$ cat src/rtl/core/pic_pkg.sv
// Shared types, codes and constants of the eight-line interrupt controller.
package pic_pkg;

    // Operation codes carried by one command item
    typedef enum logic [2:0] {
        OP_READ_CMD  = 3'd0,
        OP_READ_DATA = 3'd1,
        OP_WRITE_CMD = 3'd2,
        OP_WRITE_DATA = 3'd3,
        OP_RAISE     = 3'd4,
        OP_ACK       = 3'd5
    } op_t;

    // Codes with no defined operation; they change nothing
    localparam logic [2:0] OP_SPARE_LO = 3'd6;
    localparam logic [2:0] OP_SPARE_HI = 3'd7;

    // Initialization sequence position; the data word to come next
    localparam logic [2:0] STEP_ICW2 = 3'd2;
    localparam logic [2:0] STEP_ICW3 = 3'd3;
    localparam logic [2:0] STEP_ICW4 = 3'd4;
    localparam logic [2:0] STEP_DONE = 3'd5;
    localparam logic [2:0] STEP_ICW1 = 3'd1;

    localparam logic [7:0] ICW1_FLAG = 8'h10;
    localparam logic [7:0] OCW3_MASK = 8'h98;
    localparam logic [7:0] OCW3_CODE = 8'h08;
    localparam logic [7:0] EOI_FLAG  = 8'h20;

    // ICW1 bit that selects single mode (no ICW3)
    localparam int SNGL_BIT = 1;
    // OCW3 read-register and read-in-service bits
    localparam int RR_BIT  = 1;
    localparam int RIS_BIT = 0;

    typedef struct packed {
        logic [2:0] operation;
        logic [7:0] write_data;
        logic [2:0] request_line;
    } cmd_t;

    typedef struct packed {
        logic [7:0] read_data;
        logic [7:0] vector;
        logic       vector_valid;
        logic       line1_wait_flag;
        logic       line1_eoi_pulse;
        logic       request_pending;
    } res_t;

    // Isolate the lowest set bit of a byte
    function automatic logic [7:0] lowest_onehot(input logic [7:0] v);
        lowest_onehot = v & (~v + 8'd1);
    endfunction

    // Encode a one-hot byte into its line number
    function automatic logic [2:0] onehot_index(input logic [7:0] oh);
        logic [2:0] idx;
        idx = '0;
        for (int i = 0; i < 8; i++) begin
            if (oh[i]) begin
                idx = idx | 3'(i);
            end
        end
        onehot_index = idx;
    endfunction

endpackage

$ cat src/rtl/core/pic_in_stage.sv
// Input register stage: hold one accepted command item.
module pic_in_stage (
    input  logic          clk,
    input  logic          rst_n,
    input  logic          cmd_valid,
    output logic          cmd_ready,
    input  pic_pkg::cmd_t cmd,
    input  logic          advance,
    output logic          held_valid,
    output pic_pkg::cmd_t held_item
);

    logic          valid_reg;
    logic          valid_next;
    pic_pkg::cmd_t item_reg;

    // Take a new item when empty or when the held one moves on this cycle
    assign cmd_ready  = !valid_reg || advance;
    assign valid_next = cmd_valid || (valid_reg && !advance);

    always_ff @(posedge clk or negedge rst_n)
    begin
        if (!rst_n)
        begin
            valid_reg <= 1'b0;
        end
        else
        begin
            valid_reg <= valid_next;
        end
    end

    always_ff @(posedge clk)
    begin
        if (cmd_valid && cmd_ready)
        begin
            item_reg <= cmd;
        end
    end

    assign held_valid = valid_reg;
    assign held_item  = item_reg;

endmodule

$ cat src/rtl/core/pic_core.sv
// Controller state and the single-pass update for one command item.
module pic_core (
    input  logic          clk,
    input  logic          rst_n,
    input  logic          fire,
    input  pic_pkg::cmd_t item,
    output pic_pkg::res_t result
);

    logic [7:0] request_reg, request_next;
    logic [7:0] in_service_reg, in_service_next;
    logic [7:0] mask_reg, mask_next;
    logic [7:0] base_reg, base_next;
    logic       single_reg, single_next;
    logic [2:0] step_reg, step_next;
    logic       ris_reg, ris_next;
    logic       wait_reg, wait_next;

    logic [2:0] step_eff;
    logic [7:0] pend;
    logic [7:0] pend_low;
    logic [7:0] isr_low;
    logic [7:0] line_bit;

    assign pend     = request_reg & ~mask_reg;
    assign pend_low = pic_pkg::lowest_onehot(pend);
    assign isr_low  = pic_pkg::lowest_onehot(in_service_reg);
    assign line_bit = 8'd1 << item.request_line;

    // Single mode skips ICW3
    always_comb
    begin
        step_eff = step_reg;
        if (step_reg == pic_pkg::STEP_ICW3 && single_reg)
        begin
            step_eff = pic_pkg::STEP_ICW4;
        end
    end

    always_comb
    begin
        request_next    = request_reg;
        in_service_next = in_service_reg;
        mask_next       = mask_reg;
        base_next       = base_reg;
        single_next     = single_reg;
        step_next       = step_reg;
        ris_next        = ris_reg;
        wait_next       = wait_reg;
        result          = '0;

        unique case (pic_pkg::op_t'(item.operation))
            pic_pkg::OP_READ_CMD:
            begin
                result.read_data = ris_reg ? in_service_reg : request_reg;
            end
            pic_pkg::OP_READ_DATA:
            begin
                result.read_data = mask_reg;
            end
            pic_pkg::OP_WRITE_CMD:
            begin
                if ((item.write_data & pic_pkg::ICW1_FLAG) != 8'd0)
                begin
                    // Start initialization; nothing else on this byte
                    mask_next   = '0;
                    single_next = item.write_data[pic_pkg::SNGL_BIT];
                    step_next   = pic_pkg::STEP_ICW2;
                end
                else
                begin
                    if ((item.write_data & pic_pkg::OCW3_MASK) == pic_pkg::OCW3_CODE
                        && item.write_data[pic_pkg::RR_BIT])
                    begin
                        ris_next = item.write_data[pic_pkg::RIS_BIT];
                    end
                    if ((item.write_data & pic_pkg::EOI_FLAG) != 8'd0)
                    begin
                        wait_next              = 1'b0;
                        in_service_next        = in_service_reg & ~isr_low;
                        result.line1_eoi_pulse = isr_low[1];
                    end
                end
            end
            pic_pkg::OP_WRITE_DATA:
            begin
                if (step_eff < pic_pkg::STEP_DONE)
                begin
                    if (step_eff == pic_pkg::STEP_ICW1)
                    begin
                        single_next = item.write_data[pic_pkg::SNGL_BIT];
                    end
                    if (step_eff == pic_pkg::STEP_ICW2)
                    begin
                        base_next = item.write_data;
                    end
                    step_next = step_eff + 3'd1;
                end
                else
                begin
                    step_next = step_eff;
                    mask_next = item.write_data;
                end
            end
            pic_pkg::OP_RAISE:
            begin
                request_next = request_reg | line_bit;
                if (line_bit[1])
                begin
                    wait_next = 1'b1;
                end
            end
            pic_pkg::OP_ACK:
            begin
                if (pend != 8'd0)
                begin
                    request_next        = request_reg & ~pend_low;
                    in_service_next     = in_service_reg | pend_low;
                    result.vector       = base_reg + {5'd0, pic_pkg::onehot_index(pend_low)};
                    result.vector_valid = 1'b1;
                end
            end
            default:
            begin
            end
        endcase

        result.line1_wait_flag = wait_next;
        result.request_pending = (request_next & ~mask_next) != 8'd0;
    end

    always_ff @(posedge clk or negedge rst_n)
    begin
        if (!rst_n)
        begin
            request_reg    <= '0;
            in_service_reg <= '0;
            mask_reg       <= '0;
            base_reg       <= '0;
            single_reg     <= 1'b0;
            step_reg       <= '0;
            ris_reg        <= 1'b0;
            wait_reg       <= 1'b0;
        end
        else if (fire)
        begin
            request_reg    <= request_next;
            in_service_reg <= in_service_next;
            mask_reg       <= mask_next;
            base_reg       <= base_next;
            single_reg     <= single_next;
            step_reg       <= step_next;
            ris_reg        <= ris_next;
            wait_reg       <= wait_next;
        end
    end

endmodule

$ cat src/rtl/core/pic_out_stage.sv
// Result register stage: hold one finished result item until taken.
module pic_out_stage (
    input  logic          clk,
    input  logic          rst_n,
    input  logic          load,
    input  pic_pkg::res_t result,
    output logic          space,
    output logic          res_valid,
    input  logic          res_ready,
    output pic_pkg::res_t res
);

    logic          valid_reg;
    logic          valid_next;
    pic_pkg::res_t item_reg;

    // Free when empty or when the held item leaves this cycle
    assign space      = !valid_reg || res_ready;
    assign valid_next = load || (valid_reg && !res_ready);

    always_ff @(posedge clk or negedge rst_n)
    begin
        if (!rst_n)
        begin
            valid_reg <= 1'b0;
        end
        else
        begin
            valid_reg <= valid_next;
        end
    end

    always_ff @(posedge clk)
    begin
        if (load)
        begin
            item_reg <= result;
        end
    end

    assign res_valid = valid_reg;
    assign res       = item_reg;

endmodule

$ cat src/rtl/core/interrupt_controller_8259.sv
// Top level of the eight-line prioritized interrupt controller.
// An accepted item is registered in the input stage, then moves into the result
// register when that has room, and shows on res from there.
// Throughput: one item per cycle while the consumer takes results, set by the single-pass state update in pic_core.
// Reset: rst_n clears request, in-service and mask registers, the init sequence,
// the read select, the line 1 wait flag and both stage valid bits at once.
// The first data write after reset lands as init word 0.
module interrupt_controller_8259 (
    input  logic          clk,
    input  logic          rst_n,
    input  logic          cmd_valid,
    output logic          cmd_ready,
    input  pic_pkg::cmd_t cmd,
    output logic          res_valid,
    input  logic          res_ready,
    output pic_pkg::res_t res
);

    logic          held_valid;
    pic_pkg::cmd_t held_item;
    logic          space;
    logic          fire;
    pic_pkg::res_t result;

    // Advance the held item into the result register whenever there is room;
    // the controller state updates on that same edge, so the next item sees it.
    assign fire = held_valid && space;

    pic_in_stage u_in_stage (
        .clk        (clk),
        .rst_n      (rst_n),
        .cmd_valid  (cmd_valid),
        .cmd_ready  (cmd_ready),
        .cmd        (cmd),
        .advance    (fire),
        .held_valid (held_valid),
        .held_item  (held_item)
    );

    // Register file plus priority logic: one item's full effect in one pass
    pic_core u_core (
        .clk    (clk),
        .rst_n  (rst_n),
        .fire   (fire),
        .item   (held_item),
        .result (result)
    );

    // Result register parts the consumer's stall from the input side
    pic_out_stage u_out_stage (
        .clk       (clk),
        .rst_n     (rst_n),
        .load      (fire),
        .result    (result),
        .space     (space),
        .res_valid (res_valid),
        .res_ready (res_ready),
        .res       (res)
    );

endmodule
$ cat config.mk
export PLATFORM = sky130hd
export DESIGN_NAME = interrupt_controller_8259
export DESIGN_NICKNAME = d
export VERILOG_FILES = /design/src/rtl/core/pic_pkg.sv /design/src/rtl/core/pic_in_stage.sv /design/src/rtl/core/pic_core.sv /design/src/rtl/core/pic_out_stage.sv /design/src/rtl/core/interrupt_controller_8259.sv
export SDC_FILE = /design/constraint.sdc
export NUM_CORES = 1
export LEC_CHECK = 0
export ABC_AREA = 0
export BUFFER_PORTS_ARGS = -buffer_cell sky130_fd_sc_hd__buf_2
export CORE_MARGIN = 2
export CORE_UTILIZATION = 30
export DETAILED_ROUTE_END_ITERATION = 8
export GPL_TIMING_DRIVEN = 0
export SLEW_MARGIN = 25
export SYNTH_ARGS = -nofsm -noshare
export SYNTH_HDL_FRONTEND = slang
export SYNTH_SLANG_ARGS = --single-unit
$ cat constraint.sdc
create_clock -name clk -period 3.9 [get_ports clk]
set_input_delay 0.585 -clock clk [delete_from_list [all_inputs] [get_ports clk]]
set_output_delay 0.585 -clock clk [all_outputs]
set_load 0.005 [all_outputs]
Yosys cells after proc, flatten, opt, wreduce, memory -nomap -nowiden

Cells that the tools add are included.

Mux-type cells: 33
Add/sub/neg operators: 4
Order comparisons: 1
Shift operators: 1
Bitwise gates (word level): 17
Eq/ne operators: 15
Reduce and logical (&&, ||, !) cells: 26

Operators with widths:

| operator            | count |
|---|---|
| $pmux 8 s2          | 4 |
| $mux 8              | 7 |
| $and 8x8->8         | 6 |
| $not 8->8           | 6 |
| $mux 3              | 9 |
| $add 8x1->8 const B | 2 |
| $or 8x8->8          | 2 |
| $reduce_bool 8->1   | 2 |
| $eq 3x2->1 const B  | 4 |
| $reduce_and 5->1    | 2 |
| $eq 3x1->1 const B  | 3 |
| $add 8x3->8         | 1 |
| $mux 1              | 8 |
| $reduce_and 4->1    | 2 |
| $shl 1x3->8 const A | 1 |
| $eq 3x3->1 const B  | 2 |
| $logic_and 1x1->1   | 6 |
| $ne 2x1->1 const B  | 3 |
| $ne 2x2->1 const B  | 3 |
| $pmux 3 s2          | 1 |
| $logic_not 1->1     | 4 |
| $logic_or 1x1->1    | 4 |
| $mux 2              | 2 |
| $pmux 1 s2          | 2 |
| other kinds (8)     | 11 |

Register bits after elaboration: 74
Word-level logic and storage cells: 116
Output and inout port bits: 22
Bits of input ports: 18

Logic depth before layout (Yosys ltp)

Depth after elaboration: 15
Mapped depth: 11
Depth with buffers taken out: 10

Hierarchy

A second synthesis with hierarchy kept.

Cell total of the unflattened synthesis: 328
Area total of the unflattened synthesis: 3806.2 um2

Modules (own cells, without submodules):

| module                    | instances | area each (um2) | cells an instance | seq. area each (um2) |
|---|---|---|---|---|
| pic_core                  | 1         | 2677.6          | 286               | 950.9 |
| pic_out_stage             | 1         | 648.1           | 23                | 625.6 |
| pic_in_stage              | 1         | 474.2           | 18                | 445.4 |
| interrupt_controller_8259 | 1         | 6.3             | 1                 | 0.0 |

Least setup slack after synthesis

OpenSTA, ideal clock, no wires.

Path kind: reg2reg
Start point: register u_core.mask_reg[4]
End point: register u_out_stage.item_reg (netlist bit u_out_stage.res[10]), data pin
Path slack: 1.528 ns
Path buffers: 1
Stages on the path, launching flop included: 12
Setup time: 0.254 ns
Required time: 3.646 ns
Period minus slack after synthesis: 2.372 ns
Arrival time: 2.118 ns
Cells stage by stage: dfrtp_1 nor2b_1 clkbuf_1 nor2_1 o21ai_0 nand3_1 ha_1 fa_1 a21oi_1 nor3b_1 xnor2_1 nor2_1

Word-level cells in the longest chain between the ends: 12
Elaborated cells between the ends (all ways): 14
Classes of those cells: add/sub: 2; mux: 6; bitwise: 4; reduce/logical: 2

RTL lines:

| element                | RTL line            | text |
|---|---|---|
| from (decl)            | pic_core.sv:12      | `logic [7:0] mask_reg, mask_next;` |
| from (signal assigned) | pic_core.sv:149     | `mask_reg <= mask_next;` |
| $not 8->8 *            | pic_core.sv:25      | `assign pend = request_reg & ~mask_reg;` |
| $and 8x8->8 *          | pic_core.sv:25      |  |
| $not 8->8              | pic_pkg.sv:53       | `lowest_onehot = v & (~v + 8'd1);` |
| $add 8x1->8            | pic_pkg.sv:53       |  |
| $and 8x8->8            | pic_pkg.sv:53       |  |
| $mux 3 (4 in a row)    | pic_pkg.sv:61       | `if (oh[i]) begin` |
| $mux 3                 | pic_core.sv:115     | `if (pend != 8'd0)` |
| $mux 3                 | pic_core.sv:52      | `unique case (pic_pkg::op_t'(item.operation))` |
| $add 8x3->8            | pic_core.sv:119     | `result.vector = base_reg + {5'd0, pic_pkg::onehot_index(pend_low)};` |
| to (signal assigned)   | pic_out_stage.sv:37 | `item_reg <= result;` |
| to (decl)              | pic_out_stage.sv:15 | `pic_pkg::res_t item_reg;` |

Every way passes the cells marked *; elsewhere a longest branch is shown, timed or not. The select of a mux whose other input is x is not followed.
A chain may end at the register's enable or synchronous reset.

Worst setup path after layout

Start point: register u_core.request_reg[0]
End point: register u_out_stage.item_reg (netlist bit u_out_stage.res[10]), data pin

Word-level cells in the longest chain between the ends: 14
Elaborated cells between the ends (all ways): 16
Classes of those cells: add/sub: 2; mux: 9; bitwise: 3; reduce/logical: 2

RTL lines:

| element                | RTL line        | text |
|---|---|---|
| from (decl)            | pic_core.sv:10  | `logic [7:0] request_reg, request_next;` |
| from (signal assigned) | pic_core.sv:147 | `request_reg <= request_next;` |
| $and 8x8->8 *          | pic_core.sv:25  |  |
| $not 8->8              | pic_pkg.sv:53   |  |
| $add 8x1->8            | pic_pkg.sv:53   |  |
| $and 8x8->8            | pic_pkg.sv:53   |  |
| $mux 1                 | pic_pkg.sv:61   |  |
| $mux 2 (2 in a row)    | pic_pkg.sv:61   |  |
| $mux 3 (4 in a row)    | pic_pkg.sv:61   |  |
| $mux 3                 | pic_core.sv:115 |  |
| $mux 3                 | pic_core.sv:52  |  |
| $add 8x3->8            | pic_core.sv:119 |  |

Marked as above.

==> summary.md <==
| Metric | Value |
|---|---|
| Clk buf depth | 2 |
| Number of flops mapped to enable cells by yosys | 34 |
| Post-synthesis instance total | 346 |
| Global placement routability congestion | 0.881 |
| Global-route wire length before repair | ~16 mm |
| CP arrival | 3.00 ns |
| Antenna cell count | 0 |
| Sequential share of the synthesized area | between 50% and 60% |
| Wirelength, routed | 9.78 mm |
| Postcts setup bufs | 0 |
| Nets | between 400 and 500 |
| WP depth | 10 |
| Detailed-router iteration count before antenna repair | 4 |
| Worst R2R End | u_out_stage.res[10] |
| Layer with the highest usage | met2 |
| Mapped Avg Cell Area | ~11 um^2 |
| Leading register cell type out of synthesis | dfrtp_1 |
| Critical path's top delay family | simple AND/OR/NAND/NOR gates |
| Core area | 12500 um^2 |
| Max-slew violation count | 0 |
| First DRT Iteration DRCs | 208 |
| Clk pin slew, worst setup/hold paths | 0.06 ns |
| Die Wd | 116 um |
| Hold Buf Count CTS | 0 |
| Max Cap Viol | 0 |
| GRT overflow | 0 |
| Area growth syn-to-layout | 19.3% |
| Worst R2R Setup Slack | approximately 0.99 ns |
| Vert. Die Dim | 116 um |
| CTS tree | done |
| Clock power share | a little under a third |
| DR vias | a little under 3000 |
| Root cell of the clock tree | clkbuf_16 |
| Pleak | 1.78 nW |
| H-tree lvl count | 3 |
| CTS sink cnt | 74 |
| Clk_lat worst skew | 0.34 ns |
| Rel. slew slack | 30.1% |
| Maximum VDD drop | 198 uV |
| Fin crit period | 2.91 ns |
| Gate power share | 26.8% |
| Synthesized area | 3790 um^2 |
| GR Util met2 | 24.3% |
| CP startpoint kind | register |
| Slowest-stage cell, CP | nor4_2 |
| Vias in the first global route | 2926 |
| Syn nets | 371 |
| Num rows | 41 |
| Initial core utilization | ~30% |
| Max FO, Critical Path | 7 |
| Fin crit share | 74.5% |
| Class of the worst hold path | primary input to async pin |
| Crit-path max cell delay | 0.67 ns |
| Post-detailed-placement half-perimeter wirelength | 6.98 mm |
| Synth Warn # | 0 |
| Crit-path cells | nor2b_2 -> nor4_2 -> o21ai_0 -> nand3_1 -> ha_1 -> fa_1 -> a21oi_1 -> nor3b_1 -> xnor2_1 -> nor2_1 |
| Switching power share of the total | 32.6% |
| Status | complete, no violations |
| I/O Pins | 40 |
| Reg2Reg Depth | 10 |
| Critical Path RT | 3.99 ns |
| Port Buffers | 39 |
| P_sw | approximately 0.91 mW |
| DRC viols | 0 |
| R2r startpoint | u_core.request_reg[0] |
| Largest net degree at the start of global routing | 41 |
| Worst path bufs/invs | 0 |
| RSZ-0062 raised after global routing | false |
| CTS Buf Count | 9 |
| Vias per inst | between 5 and 6 |
| GR Util met3 | 3.37% |
| Antenna Nets Post-Route | 0 |
| Clk_skew | roughly 0.0064 ns |
| Yosys reg bits | 74 |
| Power consumption | 2.79 mW |
| WL/cell | 17.1 um |
| Final Hold Fails | 0 |
| GRT Total Usage | 15.3% |
| Initial antenna violation count | 0 |
| Final setup TNS | 0 ns |
| Final setup fails | 0 |
| Met1 global-route usage | 20.7% |
| Least-Margin Pin Slew | 1.04 ns |
| Post-CTS resize count | 0 |
| Yosys cell types | 62 |
| Post-synth ARST share | roughly 54% |
| Crit path capture type | register |
| Pint | 1.88 mW |
| Crit Path Class | register to register |
| Die area | 13600 um^2 |
| Sequential group share of total power | 41.4% |
| Share of cells above drive strength 1 | 21.4% |
| Largest register FFs | 20 |
| Max Clk Rate | approximately 340 MHz |
| Cell Pwr Density | 617 nW/um^2 |
-- Yosys cell counts, drive strengths merged, types with 5 or more instances --
cell    count  area [um^2]
nor2b      10         65.1
dfrtp      40         1000
a31oi       7         43.8
a21oi      17         85.1
nand4       5         31.3
inv         8         30.0
a22o        9         78.8
nor2       16         60.1
o21ai      28          144
edfxtp     34         1020
nor3       14         81.3
nand2      29          109
mux2       13          146
and2        6         37.5
a32oi       5         43.8
ha          6         75.1
nand3       9         45.0
mux2i       8         80.1
buf        11         61.3
nand2b     10         62.6
-- worst max-delay path by stage --
stage | from | to | slack (ns)
global route | u_core.request_reg[0] | u_out_stage.res[10] | 0.79
global placement | u_core.request_reg[0] | u_out_stage.res[10] | 0.99
finish | u_core.request_reg[0] | u_out_stage.res[10] | 0.99
CTS | u_core.request_reg[0] | u_out_stage.res[10] | 1.02
floorplan | u_core.mask_reg[4] | u_out_stage.res[10] | 1.53
detailed placement | res_ready | u_core.ris_reg | 0.91
-- per-layer routing --
layer	up-vias	wire, um
met5	-	0
met4	0	127
met3	12	532
met2	97	4710
met1	1444	4420
li1	1406	-
-- layout make-up --
class | instances | area [um^2]
clock buffer | 11 | 233
fill | 1252 | 7940
sequential | 74 | 2020
multi-input combinational | 248 | 1670
buffer | 15 | 76.3
timing repair buffer | 39 | 198
clock inverter | 5 | 81.3
tap | 172 | 215
inverter | 9 | 33.8
-- power by group through the flow --
stage / sequential (mW) / combinational, mW / clock (mW)
2_1_floorplan: 1.11 / 0.565 / 0
3_3_place_gp: 1.16 / 0.737 / 0
3_5_place_dp: 1.17 / 0.748 / 0
5_1_grt: 1.18 / 0.847 / 0.943
4_1_cts: 1.15 / 0.752 / 0.908
6_report: 1.16 / 0.749 / 0.887
-- worst register-to-register path: stages, from the launching register on --
cell and delay (ns):
dfrtp_1 0.46, nor2b_2 0.21, nor4_2 0.67, o21ai_0 0.20
nand3_1 0.15, ha_1 0.21, fa_1 0.21, a21oi_1 0.10
nor3b_1 0.25, xnor2_1 0.15, nor2_1 0.05
-- logic make-up (layout without fill, tap and decap cells) --
kind of cell | after synthesis | after routing | synth area share (%)
simple gates | 123 | 123 | 18.1
compound gates | 92 | 92 | 16.1
flops | 74 | 74 | 53.3
buf+inv | 24 | 79 | 2.90
xor+xnor | 5 | 5 | 1.15
mux | 21 | 21 | 5.97
fa+ha+maj | 7 | 7 | 2.51
-- placed cells by master, fill, tap and decap left out, types with 3 or more instances in the layout --
cell type,instances
buf_2,45
dfrtp_1,40
edfxtp_1,34
nand2_1,29
o21ai_0,24
a21oi_1,17
nor2_1,16
nor3_1,13
mux2_2,13
nand2b_1,10
nor2b_1,9
nand3_1,9
a22o_1,9
clkbuf_16,9
mux2i_1,8
inv_1,7
a31oi_1,7
and2_1,6
clkbuf_1,6
ha_1,6
nand4_1,5
a32oi_1,5
or3_1,4
o22a_1,4
xnor2_1,4
o21a_1,3
and3_1,3
o21ai_1,3
o31ai_1,3
-- metrics by stage --
step	cell area (um^2)	util, %	std cells	setup slack [ns]	hold slack, ns
5_1_grt	4530	36.3	573	0.789	0.273
2_1_floorplan	3790	-	346	1.53	0.289
4_1_cts	4520	36.3	573	1.02	0.408
6_report	4530	36.3	573	0.994	0.235
3_5_place_dp	4210	33.7	557	0.908	0.503
3_3_place_gp	4210	33.7	557	0.994	0.478
(Power assumes the default switching activity.)
